<file path="src/topology_mirror_pairing_defines.svh">
// ----------------------------------------------------------------------------
// Topology mirror pairing: assertion macros
// Shared assertion helpers; they compile to nothing when SYNTHESIS is set.
// ----------------------------------------------------------------------------
`ifndef TOPOLOGY_MIRROR_PAIRING_DEFINES_SVH
`define TOPOLOGY_MIRROR_PAIRING_DEFINES_SVH

`ifndef SYNTHESIS
// condition must never hold while out of reset
`define TMP_ASSERT_NEVER(lbl, clk, rst_n, expr) \
    lbl: assert property (@(posedge clk) disable iff (!rst_n) !(expr)) \
        else $error("tmp assertion failed");
// antecedent implies consequent in the same cycle
`define TMP_ASSERT_IMPLY(lbl, clk, rst_n, ante, cons) \
    lbl: assert property (@(posedge clk) disable iff (!rst_n) (ante) |-> (cons)) \
        else $error("tmp assertion failed");
// antecedent implies consequent in the next cycle
`define TMP_ASSERT_NEXT(lbl, clk, rst_n, ante, cons) \
    lbl: assert property (@(posedge clk) disable iff (!rst_n) (ante) |=> (cons)) \
        else $error("tmp assertion failed");
`else
`define TMP_ASSERT_NEVER(lbl, clk, rst_n, expr)
`define TMP_ASSERT_IMPLY(lbl, clk, rst_n, ante, cons)
`define TMP_ASSERT_NEXT(lbl, clk, rst_n, ante, cons)
`endif

`endif

</file>
<file path="src/tmp_ram.sv">
// ----------------------------------------------------------------------------
// Generic RAM
// One write port, two read ports with registered read data.
// ----------------------------------------------------------------------------
module tmp_ram #(
    parameter int WIDTH = 8,
    parameter int DEPTH = 16
) (
    input  logic                     i_clk,
    input  logic                     i_we,
    input  logic [$clog2(DEPTH)-1:0] i_waddr,
    input  logic [WIDTH-1:0]         i_wdata,
    input  logic [$clog2(DEPTH)-1:0] i_raddr_a,
    input  logic [$clog2(DEPTH)-1:0] i_raddr_b,
    output logic [WIDTH-1:0]         o_rdata_a,
    output logic [WIDTH-1:0]         o_rdata_b
);
    logic [WIDTH-1:0] r_mem [DEPTH];
    logic [WIDTH-1:0] r_rd_a;
    logic [WIDTH-1:0] r_rd_b;

    // write port
    always_ff @(posedge i_clk) begin
        if (i_we) begin
            r_mem[i_waddr] <= i_wdata;
        end
    end

    // registered reads
    always_ff @(posedge i_clk) begin
        r_rd_a <= r_mem[i_raddr_a];
        r_rd_b <= r_mem[i_raddr_b];
    end

    assign o_rdata_a = r_rd_a;
    assign o_rdata_b = r_rd_b;
endmodule

</file>
<file path="config.mk">
export PLATFORM = sky130hd
export DESIGN_NAME = tmp_ram
export DESIGN_NICKNAME = d
export VERILOG_FILES = /design/src/topology_mirror_pairing_defines.svh /design/src/tmp_ram.sv
export SDC_FILE = /design/constraint.sdc
export NUM_CORES = 1
export LEC_CHECK = 0
export ABC_CLOCK_PERIOD_IN_PS = 2600
export BUFFER_PORTS_ARGS = -buffer_cell sky130_fd_sc_hd__buf_2
export CORE_MARGIN = 2
export CORE_UTILIZATION = 51
export CTS_CLUSTER_SIZE = 25
export DETAILED_ROUTE_END_ITERATION = 16
export PLACE_DENSITY = 0.73
export SYNTH_ARGS = -nofsm -noshare
export SYNTH_HDL_FRONTEND = slang
export SYNTH_SLANG_ARGS = --single-unit
</file>
<file path="constraint.sdc">
create_clock -name i_clk -period 2.6 [get_ports i_clk]
set_clock_uncertainty 0.15 [all_clocks]
set_input_delay 0.52 -clock i_clk [delete_from_list [all_inputs] [get_ports i_clk]]
set_output_delay 0.52 -clock i_clk [all_outputs]
set_load 0.05 [all_outputs]
</file>
* Yosys cells after proc, flatten, opt, wreduce, memory -nomap -nowiden
Memories as Yosys holds them, arrays and structs flattened. A register that Yosys moved wholly into a read port is not among the register bits.
Cells that the tools add are included.
** Word-level totals
- Memory bits (writable) :: 128
- Register bits :: 0
- Memories :: 1
- Output and inout bits :: 16
** Cells by class
- Muxes and demuxes :: 2
** Memories
- r_mem :: depth 16, bits a word 8, read ports 2, clocked after Yosys merged registers in 2, wr ports 1, line tmp_ram.sv:18 : logic [WIDTH-1:0] r_mem [DEPTH];
** Operators by type and width (number)
- two-way mux 1 bit :: 2

* Depth between registers and ports, before layout
- Depth in word-level cells :: 2
- Depth in mapped cells :: 5
- Gate-level depth less buffers :: 3

* Least setup slack after synthesis
Ideal clock, no wire load.
- Path kind :: input to register
- Start :: in i_waddr[2]
- End :: mem r_mem[0][0] (enable)
- Setup time :: 0.383 ns
- Required time :: 2.067 ns
- Stages :: 2
- Arrival :: 1.630 ns
- Buffers on the path :: 0
- Path slack :: 0.437 ns
- Cells stage by stage :: or3b_2 -> nor3_1
** RTL lines
- start: declaration :: line tmp_ram.sv:11 : input logic [$clog2(DEPTH)-1:0] i_waddr,
- end: declaration :: line tmp_ram.sv:18
No word-level cell before the write port.

==> metrics list <==
- CTS Buf Count: 17
- Sequential cells burn between 40% and 50% of the power.
- TritonCTS built the clock tree.
- Pin placement for this block handled 38 I/O pins.
* Number of antenna violations at the first check in global routing: 0
- Most frequent standard cell in the layout excluding fill and tap cells: sky130_fd_sc_hd__edfxtp_1
- Count of cells along the worst hold path: 1
- The clock reaches the later pin of the worst-skew pair after roughly 0.42 ns.
- Fraction of power consumed by combinational cells: 9.1%
- Setup slack on the critical path of the routed design comes to around 0.84 ns.
- The first TritonRoute pass finished after 4 iterations.
- In this run the core area contains 40 standard-cell rows.
- The max-slew violation total from the final report came to 0.
- Post-route cell area: 7408 um2
- Slew Limit Headroom: around 62%
* Cell breakdown of the critical path: buf_2 -> buf_4 -> mux4_1 -> a22oi_1 -> nand2_1
- Max Fclk: ~570 MHz
- Maximum number of pins on one net before global-route repair: 17
* Outcome: finished, final reports clean
- The detail route stage leaves a number of antenna-violating nets equal to 0.
* Final period util: roughly two thirds
* Kind of start point of the critical path: primary input
- Post-Syn Nets: between 300 and 400
* Routed wire length per instance: 24.89 um
- Leakage power of the design: roughly 2.6 nW
- VDD sags by at most approximately 500 uV.
- Sw power: roughly 0.0013 W
* Setup violators final: 0
- Global-route usage over all layers: between 20% and 30%
- Arrival time at the worst endpoint: between 1.5 and 2 ns
* Level count of the clock H-tree: 4
- After synthesis, the mean cell area works out to approximately 21 um2.
- Post-CTS timing repair inserted 0 buffers for setup.
* Post-Place Worst Slack: about 0.40 ns
- Clk sink count: approximately 140
- Area added between synthesis and finish: 16.74%
- Total internal power: 0.004093 W
* Startpoint of the most critical setup path: i_raddr_b[0]
* Initial Utilization: between 50% and 60%
- The die is around 120 um wide.
- In the layout the commonest cells are sky130_fd_sc_hd__edfxtp_1, sky130_fd_sc_hd__buf_2, sky130_fd_sc_hd__mux4_2, sky130_fd_sc_hd__a22oi_1, sky130_fd_sc_hd__buf_4.
- After routing, the total negative slack on setup checks comes to 0 ns.
- The post-route netlist has a little over a third of its cells at a drive strength greater than 1.
- Most Used Layer, Global Route: met2
- Overall die height: around 120 um
* Number of violations reported at the end of detailed-routing iteration 0: approximately 460
* Class of the most critical setup path: primary input to register
* Standard cell area after detailed placement: about 7000 um2
* Met2 track demand over resource in global routing: about a third
- In this run the register-to-register setup slack is 1.04 ns.
- The repair_antennas step left the layout with diodes totalling 0.
* Root buffer cell: sky130_fd_sc_hd__clkbuf_16
- STA puts the critical path data required time at approximately 2.8 ns.
- Hold path startpoint: i_wdata[4]
- For this run, the slowest stage of the critical path takes between 0.5 and 0.6 ns.
* Synth Instances: 307
- Routed via count divided by cell count: roughly 6.2
* Worst hold path type: primary input to register
- For this run, global-route usage on met3 was measured as roughly 5.3%.
- Count of hold-fix buffers inserted at cts: 0
- Seq/Total Area, Yosys: approximately 66%
- Buffers from clock root to sink, at most: 2
- Total Nets Final: roughly 400
* Worst slew pin tran: around 0.57 ns
- Along the worst path, the maximum fanout reaches 10.
- Detailed-route DRC error count: 0
* Reg2Reg Depth: 3
- CP max-delay cell: sky130_fd_sc_hd__mux4_1
- Clk pin slew, worst setup/hold paths: ~0.06 ns
- PD cells: a little over 700 nW/um2
- Number of endpoints with negative hold slack in the final report: 0
- WHS: 0.3117 ns
- Routability-driven placement congestion ratio: 0.8379
- Unrepaired setup endpoints after global routing: no
- Yosys warning total: 0
- Fin crit period: between 1.5 and 2 ns
* Placeable Area: ~12,000 um2
* Gr ovfl total: 0
- Cell variety after synth: 20
- The worst hold path terminates at r_mem[0][4].
- Filler instances: roughly 840
- PostCTS Resize Cnt: 0
- Number of global-route vias before repair: around 3,500
* Die area: between 10,000 and 15,000 um2
- Wire length of the first global-routing pass: 20,800 um
- Net switching is roughly a quarter of the power.
- In this run the critical register-to-register path is captured at o_rdata_a[0].
- In the global route stage, met1 resource usage came out at a little under a third.
- Crit end category: register
- The final layout contains routed wiring with a total length of around 14,000 um.
* Yosys reg bits: between 100 and 150
* Detailed-route via count: about 3,500
- The tool flagged a number of max-cap violations equal to 0.
* Final HPWL from detailed placement: between 8000 and 9000 um
- Input and output buffers added on the ports amount to 37.
- Worst reg2reg startpoint: r_mem[0][0]
- Clk pwr share: between 40% and 50%
* Synthesized area: roughly 6300 um2
[cell type report]
| class | count | area [um2] | share of cell area [%] |
|---|---|---|---|
| Sequential cell | 144 | 4164 | 56.21 |
| Multi-Input combinational cell | 143 | 2009 | 27.12 |
| Timing Repair Buffer | 71 | 478.0 | 6.452 |
| Clock buffer | 19 | 432.9 | 5.844 |
| Tap cell | 168 | 210.2 | 2.837 |
| Clock inverter | 13 | 113.9 | 1.537 |
[layer usage]
metal  share of wire (%)  vias up  wire length [um]
met5                   0        -                 0
met4                 2.5        0               351
met3                 8.0       29              1118
met2                  49      177              6740
met1                  41     1796              5680
li1                    -     1480                 -
[worst max path at each step]
| stage | endpoint | slack [ns] |
|---|---|---|
| 6_report | o_rdata_b[3] | 0.84 |
| 5_1_grt | o_rdata_b[0] | 0.74 |
| 4_1_cts | o_rdata_b[0] | 0.82 |
| 3_5_place_dp | o_rdata_b[3] | 0.40 |
| 3_3_place_gp | o_rdata_b[1] | 0.39 |
| 2_1_floorplan | r_mem[0][0] | 0.44 |
[through the flow]
stage	cells	utilization [%]	total power, W
after detailed placement	526	56.89	0.003152
after global placement	526	56.89	0.003145
after global routing	558	61.42	0.005515
after CTS	558	61.42	0.005366
after floorplan	307	-	0.002994
final	558	61.42	0.005345
[state kept, by name, indices dropped and copies added, names as in the netlist]
| signal | count |
|---|---|
| o_rdata_a | 8 |
| o_rdata_b | 8 |
| r_mem | 128 |
[power by group through the flow]
stage          clock network (W)  registers (W)  logic [W]
2_1_floorplan                  0        0.00276   0.000234
3_3_place_gp                   0        0.00266   0.000484
3_5_place_dp                   0        0.00266   0.000489
4_1_cts                  0.00226        0.00262   0.000490
5_1_grt                  0.00238        0.00262   0.000519
6_report                 0.00224        0.00262   0.000488
[synthesized netlist by cell type]
library cell,count,area [um2]
sky130_fd_sc_hd__buf_6,6,67.56
sky130_fd_sc_hd__edfxtp_1,128,3844
sky130_fd_sc_hd__nand3_1,1,5.000
sky130_fd_sc_hd__nand3b_1,2,15.01
sky130_fd_sc_hd__buf_4,2,15.01
sky130_fd_sc_hd__nor2b_1,2,12.51
sky130_fd_sc_hd__and2b_1,2,15.01
sky130_fd_sc_hd__or3b_2,1,8.760
sky130_fd_sc_hd__clkdlybuf4s25_2,6,60.06
sky130_fd_sc_hd__nand2b_1,2,12.51
sky130_fd_sc_hd__nor3_1,4,20.02
sky130_fd_sc_hd__dfxtp_1,16,320.3
sky130_fd_sc_hd__mux4_2,34,765.7
sky130_fd_sc_hd__nand2_1,17,63.81
sky130_fd_sc_hd__nor2_1,14,52.55
sky130_fd_sc_hd__mux4_4,2,50.05
sky130_fd_sc_hd__buf_2,6,30.03
sky130_fd_sc_hd__mux4_1,28,735.7
sky130_fd_sc_hd__a22oi_1,32,240.2
sky130_fd_sc_hd__and2_1,2,12.51
[critical path: cells and delay by family]
family	cells	cell delay [ns]
compound gates	1	0.21
buf+inv	2	0.54
mux	1	0.57
simple gates	1	0.07
[cell families after synthesis]
logic type,after synthesis,share of synthesized area [%]
and+or+nand+nor,47,3.430
AOI/OAI and AO/OA,32,3.785
muxes,64,24.45
buffers and inverters,20,2.721
DFF,144,65.62
(Power assumes the default switching activity.)
