==> src/topology_mirror_pairing_defines.svh <==
// ----------------------------------------------------------------------------
// Topology mirror pairing: assertion macros
// Shared assertion helpers; they compile to nothing when SYNTHESIS is set.
// ----------------------------------------------------------------------------
`ifndef TOPOLOGY_MIRROR_PAIRING_DEFINES_SVH
`define TOPOLOGY_MIRROR_PAIRING_DEFINES_SVH

`ifndef SYNTHESIS
// condition must never hold while out of reset
`define TMP_ASSERT_NEVER(lbl, clk, rst_n, expr) \
    lbl: assert property (@(posedge clk) disable iff (!rst_n) !(expr)) \
        else $error("tmp assertion failed");
// antecedent implies consequent in the same cycle
`define TMP_ASSERT_IMPLY(lbl, clk, rst_n, ante, cons) \
    lbl: assert property (@(posedge clk) disable iff (!rst_n) (ante) |-> (cons)) \
        else $error("tmp assertion failed");
// antecedent implies consequent in the next cycle
`define TMP_ASSERT_NEXT(lbl, clk, rst_n, ante, cons) \
    lbl: assert property (@(posedge clk) disable iff (!rst_n) (ante) |=> (cons)) \
        else $error("tmp assertion failed");
`else
`define TMP_ASSERT_NEVER(lbl, clk, rst_n, expr)
`define TMP_ASSERT_IMPLY(lbl, clk, rst_n, ante, cons)
`define TMP_ASSERT_NEXT(lbl, clk, rst_n, ante, cons)
`endif

`endif

==> src/tmp_pkg.sv <==
// ----------------------------------------------------------------------------
// Topology mirror pairing package
// Sizes, op codes and sequencer states shared by the block.
// ----------------------------------------------------------------------------
package tmp_pkg;
    localparam int MAX_VERTICES = 1024;
    localparam int MAX_EDGES    = 4096;
    localparam int MAX_PASSES   = 4096;

    localparam int VW  = 10;          // vertex index
    localparam int EAW = 12;          // edge store address
    localparam int ETW = 13;          // edge count
    localparam int NW  = 11;          // vertex count
    localparam int HW  = 32;          // hash
    localparam int PW  = 13;          // pass number
    localparam int KW  = HW + VW;     // sort key {hash, vertex}
    localparam int MW  = VW + 1;      // mirror entry {valid, vertex}

    localparam logic [1:0] OP_LOAD   = 2'd0;
    localparam logic [1:0] OP_FINISH = 2'd1;
    localparam logic [1:0] OP_QUERY  = 2'd2;

    typedef enum logic [4:0] {
        S_IDLE,
        S_QRY,
        S_CLR,
        S_DEG_RD,
        S_DEG_EDGE,
        S_DEG_HASH,
        S_DEG_WB,
        S_CPY_RD,
        S_CPY_WR,
        S_PS_RD,
        S_PS_EDGE,
        S_PS_DATA,
        S_PS_MA,
        S_PS_WA,
        S_PS_WB,
        S_SRT_BLK,
        S_SRT_RD,
        S_SRT_WR,
        S_SCN_RD,
        S_SCN_DAT,
        S_SCN_END,
        S_SCN_W2,
        S_DECIDE,
        S_DONE
    } t_state;
endpackage

==> src/tmp_mult.sv <==
// ----------------------------------------------------------------------------
// Shared hash multiplier
// Registered hash times pass number, truncated to the hash width.
// ----------------------------------------------------------------------------
module tmp_mult (
    input  logic                    i_clk,
    input  logic [tmp_pkg::HW-1:0]  i_a,
    input  logic [tmp_pkg::PW-1:0]  i_b,
    output logic [tmp_pkg::HW-1:0]  o_p
);
    localparam int FW = tmp_pkg::HW + tmp_pkg::PW;

    logic [FW-1:0]          w_full;
    logic [tmp_pkg::HW-1:0] r_p;

    // full product, keep the low word
    assign w_full = FW'(i_a) * FW'(i_b);

    always_ff @(posedge i_clk) begin
        r_p <= w_full[tmp_pkg::HW-1:0];
    end

    assign o_p = r_p;
endmodule
==> config.mk <==
export PLATFORM = sky130hd
export DESIGN_NAME = tmp_mult
export DESIGN_NICKNAME = d
export VERILOG_FILES = /design/src/topology_mirror_pairing_defines.svh /design/src/tmp_pkg.sv /design/src/tmp_mult.sv
export SDC_FILE = /design/constraint.sdc
export NUM_CORES = 1
export LEC_CHECK = 0
export ABC_AREA = 1
export BUFFER_PORTS_ARGS = -buffer_cell sky130_fd_sc_hd__buf_2
export CAP_MARGIN = 20
export CORE_MARGIN = 5
export CORE_UTILIZATION = 60
export CTS_CLUSTER_DIAMETER = 60
export DETAILED_ROUTE_END_ITERATION = 6
export PLACE_DENSITY = 0.81
export SETUP_SLACK_MARGIN = 0.02
export SLEW_MARGIN = 20
export SYNTH_ARGS = -nofsm -noshare
export SYNTH_HDL_FRONTEND = slang
export SYNTH_SLANG_ARGS = --single-unit
==> constraint.sdc <==
create_clock -name i_clk -period 6 [get_ports i_clk]
set_clock_uncertainty 0.05 [all_clocks]
set_input_delay 0.6 -clock i_clk [delete_from_list [all_inputs] [get_ports i_clk]]
set_output_delay 0.6 -clock i_clk [all_outputs]
set_load 0.01 [all_outputs]
## Yosys cells after proc, flatten, opt, wreduce, memory -nomap -nowiden

Cells that the tools add are included.

| word-level totals | value |
|---|---|
| bits in registers | 32 |
| input port bits | 46 |
| output and inout bits | 32 |
| logic and storage cells | 2 |

| cells by class | value |
|---|---|
| multiply operators | 1 |

Operators with widths:

| operator | number |
|---|---|
| $mul 32x13->32 | 1 |

## Depth between registers and ports, before layout

Gate-level depths: netlist of run 1.

| logic depth | value |
|---|---|
| depth in word-level cells | 1 |
| gate-level depth with buffers | 26 |
| mapped depth without buffers | 24 |

## Worst setup path before layout of run 1

OpenSTA, ideal clock, no wires.

| timing | value |
|---|---|
| kind | input to register |
| start point | in i_b[2] in the netlist's numbering |
| end point | reg r_p (netlist bit o_p[29]) |
| setup time | 112 ps |
| data arrival time | 4,892 ps |
| data required time | 5,838 ps |
| path slack | 946 ps |
| cell stages on the path | 20 |
| buffers on the path | 2 |
| cells stage by stage | clkbuf_1 buf_1 nand2_1 fa_1 inv_1 fa_1 fa_1 fa_1 inv_1 fa_1 inv_1 ha_1 a21oi_1 o21ai_0 a21oi_1 o21ai_0 a21oi_1 nand2_1 nand2_1 nand2_1 |

| on the way | value |
|---|---|
| longest elaborated chain between the ends | 1 |

RTL lines:

| element | RTL line | text |
|---|---|---|
| start: declaration | tmp_mult.sv:8 | `input logic [tmp_pkg::PW-1:0] i_b,` |
| $mul 32x13->32 | tmp_mult.sv:17 | `assign w_full = FW'(i_a) * FW'(i_b);` |
| via w_full[29] | tmp_mult.sv:13 | `logic [FW-1:0] w_full;` |
| end signal: assignment | tmp_mult.sv:20 | `r_p <= w_full[tmp_pkg::HW-1:0];` |
| end: declaration | tmp_mult.sv:14 | `logic [tmp_pkg::HW-1:0] r_p;` |

The timed path passes the listed nets, and every way through them passes these cells.

## Worst setup path after layout of run 1

| timing | value |
|---|---|
| start point | in i_b[7] in the netlist's numbering |
| end point | reg r_p (netlist bit o_p[31]) |

Same word-level chain as after synthesis.

==> results of run 1 <==
[per-stage QoR]
step / setup WS [ps] / cells / hold slack (ps) / instance area [sq um]
3_3_place_gp: 449 / 1794 / 918 / 11800
5_1_grt: 344 / 1802 / 672 / 12000
6_report: 597 / 1802 / 632 / 12000
3_5_place_dp: 386 / 1794 / 928 / 11800
2_1_floorplan: 946 / 1541 / 648 / 11400
4_1_cts: 682 / 1802 / 632 / 12000
[cell type report]
type / count / area [sq um] / area share
clock buffers: 7 / 153 / 0.0127
clock inverters: 1 / 30.0 / 0.00250
inverters: 497 / 1870 / 0.156
multi-input cells: 951 / 8600 / 0.717
flip-flops and latches: 32 / 641 / 0.0534
well taps: 234 / 293 / 0.0244
repair buffers: 80 / 408 / 0.0340
[routing by layer]
layer	vias up	track usage	routed length, um
met4	0	0.0983	1100
met2	438	0.464	13300
met5	-	0	0
li1	4326	-	-
met1	4482	0.351	10900
met3	94	0.0527	2580
[cell families after synthesis]
kind of cell | Yosys count | share of synthesized area
AO/OA/AOI/OAI | 66 | 0.0344
XOR/XNOR | 23 | 0.0177
adder cells (fa/ha/maj) | 310 | 0.511
buffers and inverters | 558 | 0.186
flip-flops | 32 | 0.0564
AND/OR/NAND/NOR | 552 | 0.194
[cell usage in the layout (no fill, tap or decap), types with 2 or more instances in the layout]
| master | n |
|---|---|
| nand3_1 | 34 |
| nor2_2 | 2 |
| nand4_1 | 8 |
| o21ai_0 | 15 |
| a31oi_1 | 4 |
| a21oi_1 | 28 |
| fa_1 | 257 |
| nor2_1 | 34 |
| a21oi_2 | 3 |
| a21boi_0 | 2 |
| nand2_1 | 457 |
| buf_4 | 3 |
| buf_2 | 77 |
| nand3_2 | 3 |
| clkbuf_16 | 5 |
| nand3b_1 | 2 |
| inv_1 | 496 |
| a21o_1 | 3 |
| o21bai_1 | 5 |
| ha_1 | 53 |
| nand2_2 | 4 |
| nor3_1 | 6 |
| xor2_1 | 16 |
| xnor2_1 | 7 |
| clkbuf_8 | 2 |
| dfxtp_1 | 32 |
[critical path, cell delays in order]
cell,delay (ps)
buf_2,510
nand2_1,190
fa_1,580
inv_1,60
fa_1,450
fa_1,500
fa_1,510
inv_1,50
fa_1,510
inv_1,50
ha_1,360
nand2_1,160
nor2_1,280
nand2_1,150
inv_1,70
nand3_1,80
nand2_1,190
inv_1,60
nand2_1,60
nand2_1,60
[worst paths after layout]
| path | start | endpoint | slack [ps] |
|---|---|---|---|
| max | i_b[7] | o_p[31] | 600 |
| min | i_a[0] | o_p[0] | 630 |
==> results.md, run 1 <==
* Status: completed
* Critical-path maximum fanout at 25
* Vias in the first global route at 10035
* Max Fclk at 185 MHz
* Drt drc at 0
* Avg WL per Cell at 15.5 um
* Slew Viols, Final at 0
* Via count at 9340
* Startpoint types: primary input
* Die area at 21800 sq um
* Yosys top cell area share at 0.453
* Global Route Usage Sum at 0.273
* DIE WIDTH at 148 um
* Fraction of layout cells with a size suffix above 1 at 0.0676
* Syn. warnings at 0
* Cts repair resizes at 0
* Post-synth EDFFs at 0
* Final #Nets at 1923
* Worst Max-Slew Pin Slew at 675 ps
* Min Tclk post-route at 5400 ps
* Slew headroom at 0.550
* Count leader, synth: inv_1
* Via density per instance at 5.18
* IO Pins at 78
* Sequential-to-total area share from yosys stat at 0.0564
* Hold crit path type: in -> reg
* Setup tns final at 0 ps
* First drt pass iteration count at 5
* Top_reg_cell synth: dfxtp_1
* Crit path kind: in -> reg
* Initial antenna violation count at 0
* Area grow syn2layout at 5.55%
* Crit end category: flip-flop
* Post-Syn Nets at 1897
* Die Y at 148 um
* Clk sinks at 32
* Post-CTS setup buffers at 0
* CTS Hold Bufs at 0
* Dominant cell type by area after synthesis: fa_1
* FFs w/ async S/R, synth at 0
* Max cap viols at 0
* Syn_area_per_cell at 7.37 sq um
* Worst path required time at 6120 ps
* Core box area at 18700 sq um
* Hold-critical path depth at 3
* Largest net degree at the start of global routing at 35
* # diodes at 0
* Yosys reg bits at 32
* Final Hold Fails at 0
* Mapped cell area at 11400 sq um
* Largest cells by area after synthesis: fa_1, inv_1, nand2_1
* Crit share post-route at 0.901
* Clk root buf: clkbuf_16
* Core Rows at 50
* Port bufs at 77
* Setup repair after global routing missed its margin: no
* CTS max path bufs at 2
* Routed Antenna Nets at 0
* Total wire length at 27900 um
* Clk slew on worst S/H paths at 60 ps
* Post-DP HPWL at 22700 um
* First-pass GRT wire length at 47900 um
* Fill count at 1597
* CTS Buf Count at 5
* WP data arrival at 5530 ps
* Utilization after layout at 0.641
* Final setup vio count at 0
* Synthesized instance count at 1541
* Number of distinct library cells after synthesis at 35
* GRT overflow at 0
* H-tree levels at 2
* Commonest cells in the netlist: inv_1, nand2_1, fa_1, ha_1, clkbuf_1
* TritonCTS clock tree: built
* Initial core utilization at 0.607
* Largest register FFs at 32
* Initial DRC count at 539
* Placer Congestion at 0.937
Power of run 1 is left out: the tool's default activity adds up to more than one toggle a clock period on the data nets, which glitch-free logic cannot reach.
==> run 2: changes to the inputs <==
- ABC_AREA: 1 -> not set
- SLEW_MARGIN: 20 -> 10
==> results.md, run 2 <==
* Min Tclk post-route at 5820 ps
* CP dominant cell by count: fa_1
* Top_reg_cell synth: dfxtp_1
* Largest cells by area after synthesis: fa_1, inv_1, and2_1
* Via density per instance at 5.40
* Via count at 8038
* Total wire length at 24700 um
* Die Y at 143 um
* IO Pins at 78
* # diodes at 0
* Post-Syn Nets at 1575
* Drt drc at 0
* Slew Viols, Final at 0
* Setup repair after global routing missed its margin: no
* Clk slew on worst S/H paths at 60 ps
* Initial DRC count at 519
* Simple-gate share of the synthesized area at 0.177
* Initial core utilization at 0.613
* Slowest-stage cell, CP: fa_1
* Final Hold Fails at 0
* Area grow syn2layout at 7.28%
* Yosys reg bits at 32
* Multi-input combinational cell area at 8570 sq um
* Buf+Inv Stages, Crit Path at 5
* Cell area after layout at 11400 sq um
* Core Rows at 48
* Hold EP: o_p[0]
* Largest family of logic cells by synthesized area: adder cells
* Fraction of layout cells with a size suffix above 1 at 0.0895
* Slew headroom at 0.543
* Crit end category: flip-flop
* FFs w/ async S/R, synth at 0
* Clk root buf: clkbuf_16
* Final setup vio count at 0
* WP data arrival at 5940 ps
* Crit path largest cell delay at 540 ps
* Cell family with most CP delay: adder cells
* First-pass GRT wire length at 42700 um
* Startpoint types: primary input
* CTS Buf Count at 5
* Crit share post-route at 0.970
* Syn_area_per_cell at 8.70 sq um
* Crit path cell chain: clkbuf_4 > and2_1 > fa_1 > inv_1 > fa_1 > inv_1 > fa_1 > fa_1 > inv_1 > fa_1 > inv_1 > ha_1 > and4_1 > o211ai_1 > o211ai_1 > o31ai_1 > o21ai_1 > o221ai_1 > xnor2_1
* Mapped cell area at 10600 sq um
* Largest net degree at the start of global routing at 33
* TritonCTS clock tree: built
* CTS Hold Bufs at 0
* Routed Antenna Nets at 0
* Placer Congestion at 0.862
* Critical hold path startpoint: i_a[0]
* Storage element area at 641 sq um
* Number of distinct library cells after synthesis at 42
* First drt pass iteration count at 7
* Max Fclk at 172 MHz
* Count leader, synth: inv_1
* Hold crit path type: in -> reg
* Port bufs at 77
* Commonest non-fill, non-tap cell in the layout: inv_1
* Post-DP HPWL at 20400 um
* Die area at 20400 sq um
* Crit path kind: in -> reg
* Yosys top cell area share at 0.485
* GRT overflow at 0
* Adder-Cell Fraction of Synth Area at 0.547
* Post-CTS setup buffers at 0
* Most frequent cells in the layout: inv_1, fa_1, nand2_1, and2_1, buf_2
* Vias in the first global route at 8920
* Max cap viols at 0
* Critical-path maximum fanout at 31
* Post-synth EDFFs at 0
* Avg WL per Cell at 16.6 um
* Synthesized instance count at 1219
* Syn. warnings at 0
* Core box area at 17300 sq um
* Hold-critical path depth at 2
* Worst Max-Slew Pin Slew at 682 ps
* Global Route Usage Sum at 0.267
* Clk sinks at 32
* Fill count at 1387
* Xor-xnor portion of the synthesized cell area at 0.0388
* Dominant cell type by area after synthesis: fa_1
* Multiplexer share of the synthesized area at 0
* Post-DP Area at 11200 sq um
* Compound-gate portion of the synthesized area at 0.0451
* Final #Nets at 1619
* Status: completed
* Cts repair resizes at 0
* CTS max path bufs at 2
* Initial antenna violation count at 0
* Largest register FFs at 32
* DIE WIDTH at 143 um
* Logic depth of the worst path, buffers included at 19
* Worst path required time at 6120 ps
* H-tree levels at 2
* Commonest cells in the netlist: inv_1, fa_1, nand2_1, and2_1, clkbuf_1
* Sequential-to-total area share from yosys stat at 0.0604
[run 2: cell types whose count changed after synthesis, sizes merged, moves of 8 or more]
cell / change
nand2: -253
and2: +143
inv: -188
clkbuf: +8
buf: -9
nor2: -21
nand3: -29
xnor2: +27
[run 2: cells by family after synthesis]
group	Yosys count
and+or+nand+nor	390
buffers and inverters	369
adders and majority gates	310
AOI/OAI and AO/OA	71
xor gates and xnor gates	47
DFF	32
[run 2: layout make-up]
cell class	count	area share
multi-input combinational	818	0.753
inverter	309	0.102
sequential	32	0.0563
timing repair buffer	97	0.0519
tap	225	0.0247
clock buffer	6	0.0113
clock inverter	1	0.000440
[run 2: worst max path at each step]
stage               slack [ps]      end    from
CTS                        250  o_p[31]  i_b[4]
finish                     180  o_p[31]  i_b[1]
floorplan                  420  o_p[30]  i_b[4]
global route                30  o_p[31]  i_b[1]
detailed placement         -50  o_p[30]  i_b[4]
global placement            80  o_p[30]  i_b[1]
[run 2: through the flow]
stage | hold WS [ps] | utilization | setup slack [ps] | setup TNS, ps | instances
global route | 675 | 0.658 | 27.4 | 0 | 1488
CTS | 656 | 0.657 | 248 | 0 | 1488
detailed placement | 946 | 0.650 | -46.4 | -85.6 | 1481
finish | 661 | 0.658 | 181 | 0 | 1488
global placement | 946 | 0.650 | 77.1 | 0 | 1481
floorplan | 672 | - | 415 | 0 | 1219
[run 2: layer usage]
metal / up-vias / part of all wire / GRT usage
met4: 0 / 0.034 / 0.0940
met2: 301 / 0.52 / 0.471
met5: - / 0 / 0
met1: 4108 / 0.39 / 0.332
li1: 3557 / - / -
met3: 72 / 0.064 / 0.0479
Power of run 2 is left out for the same reason.
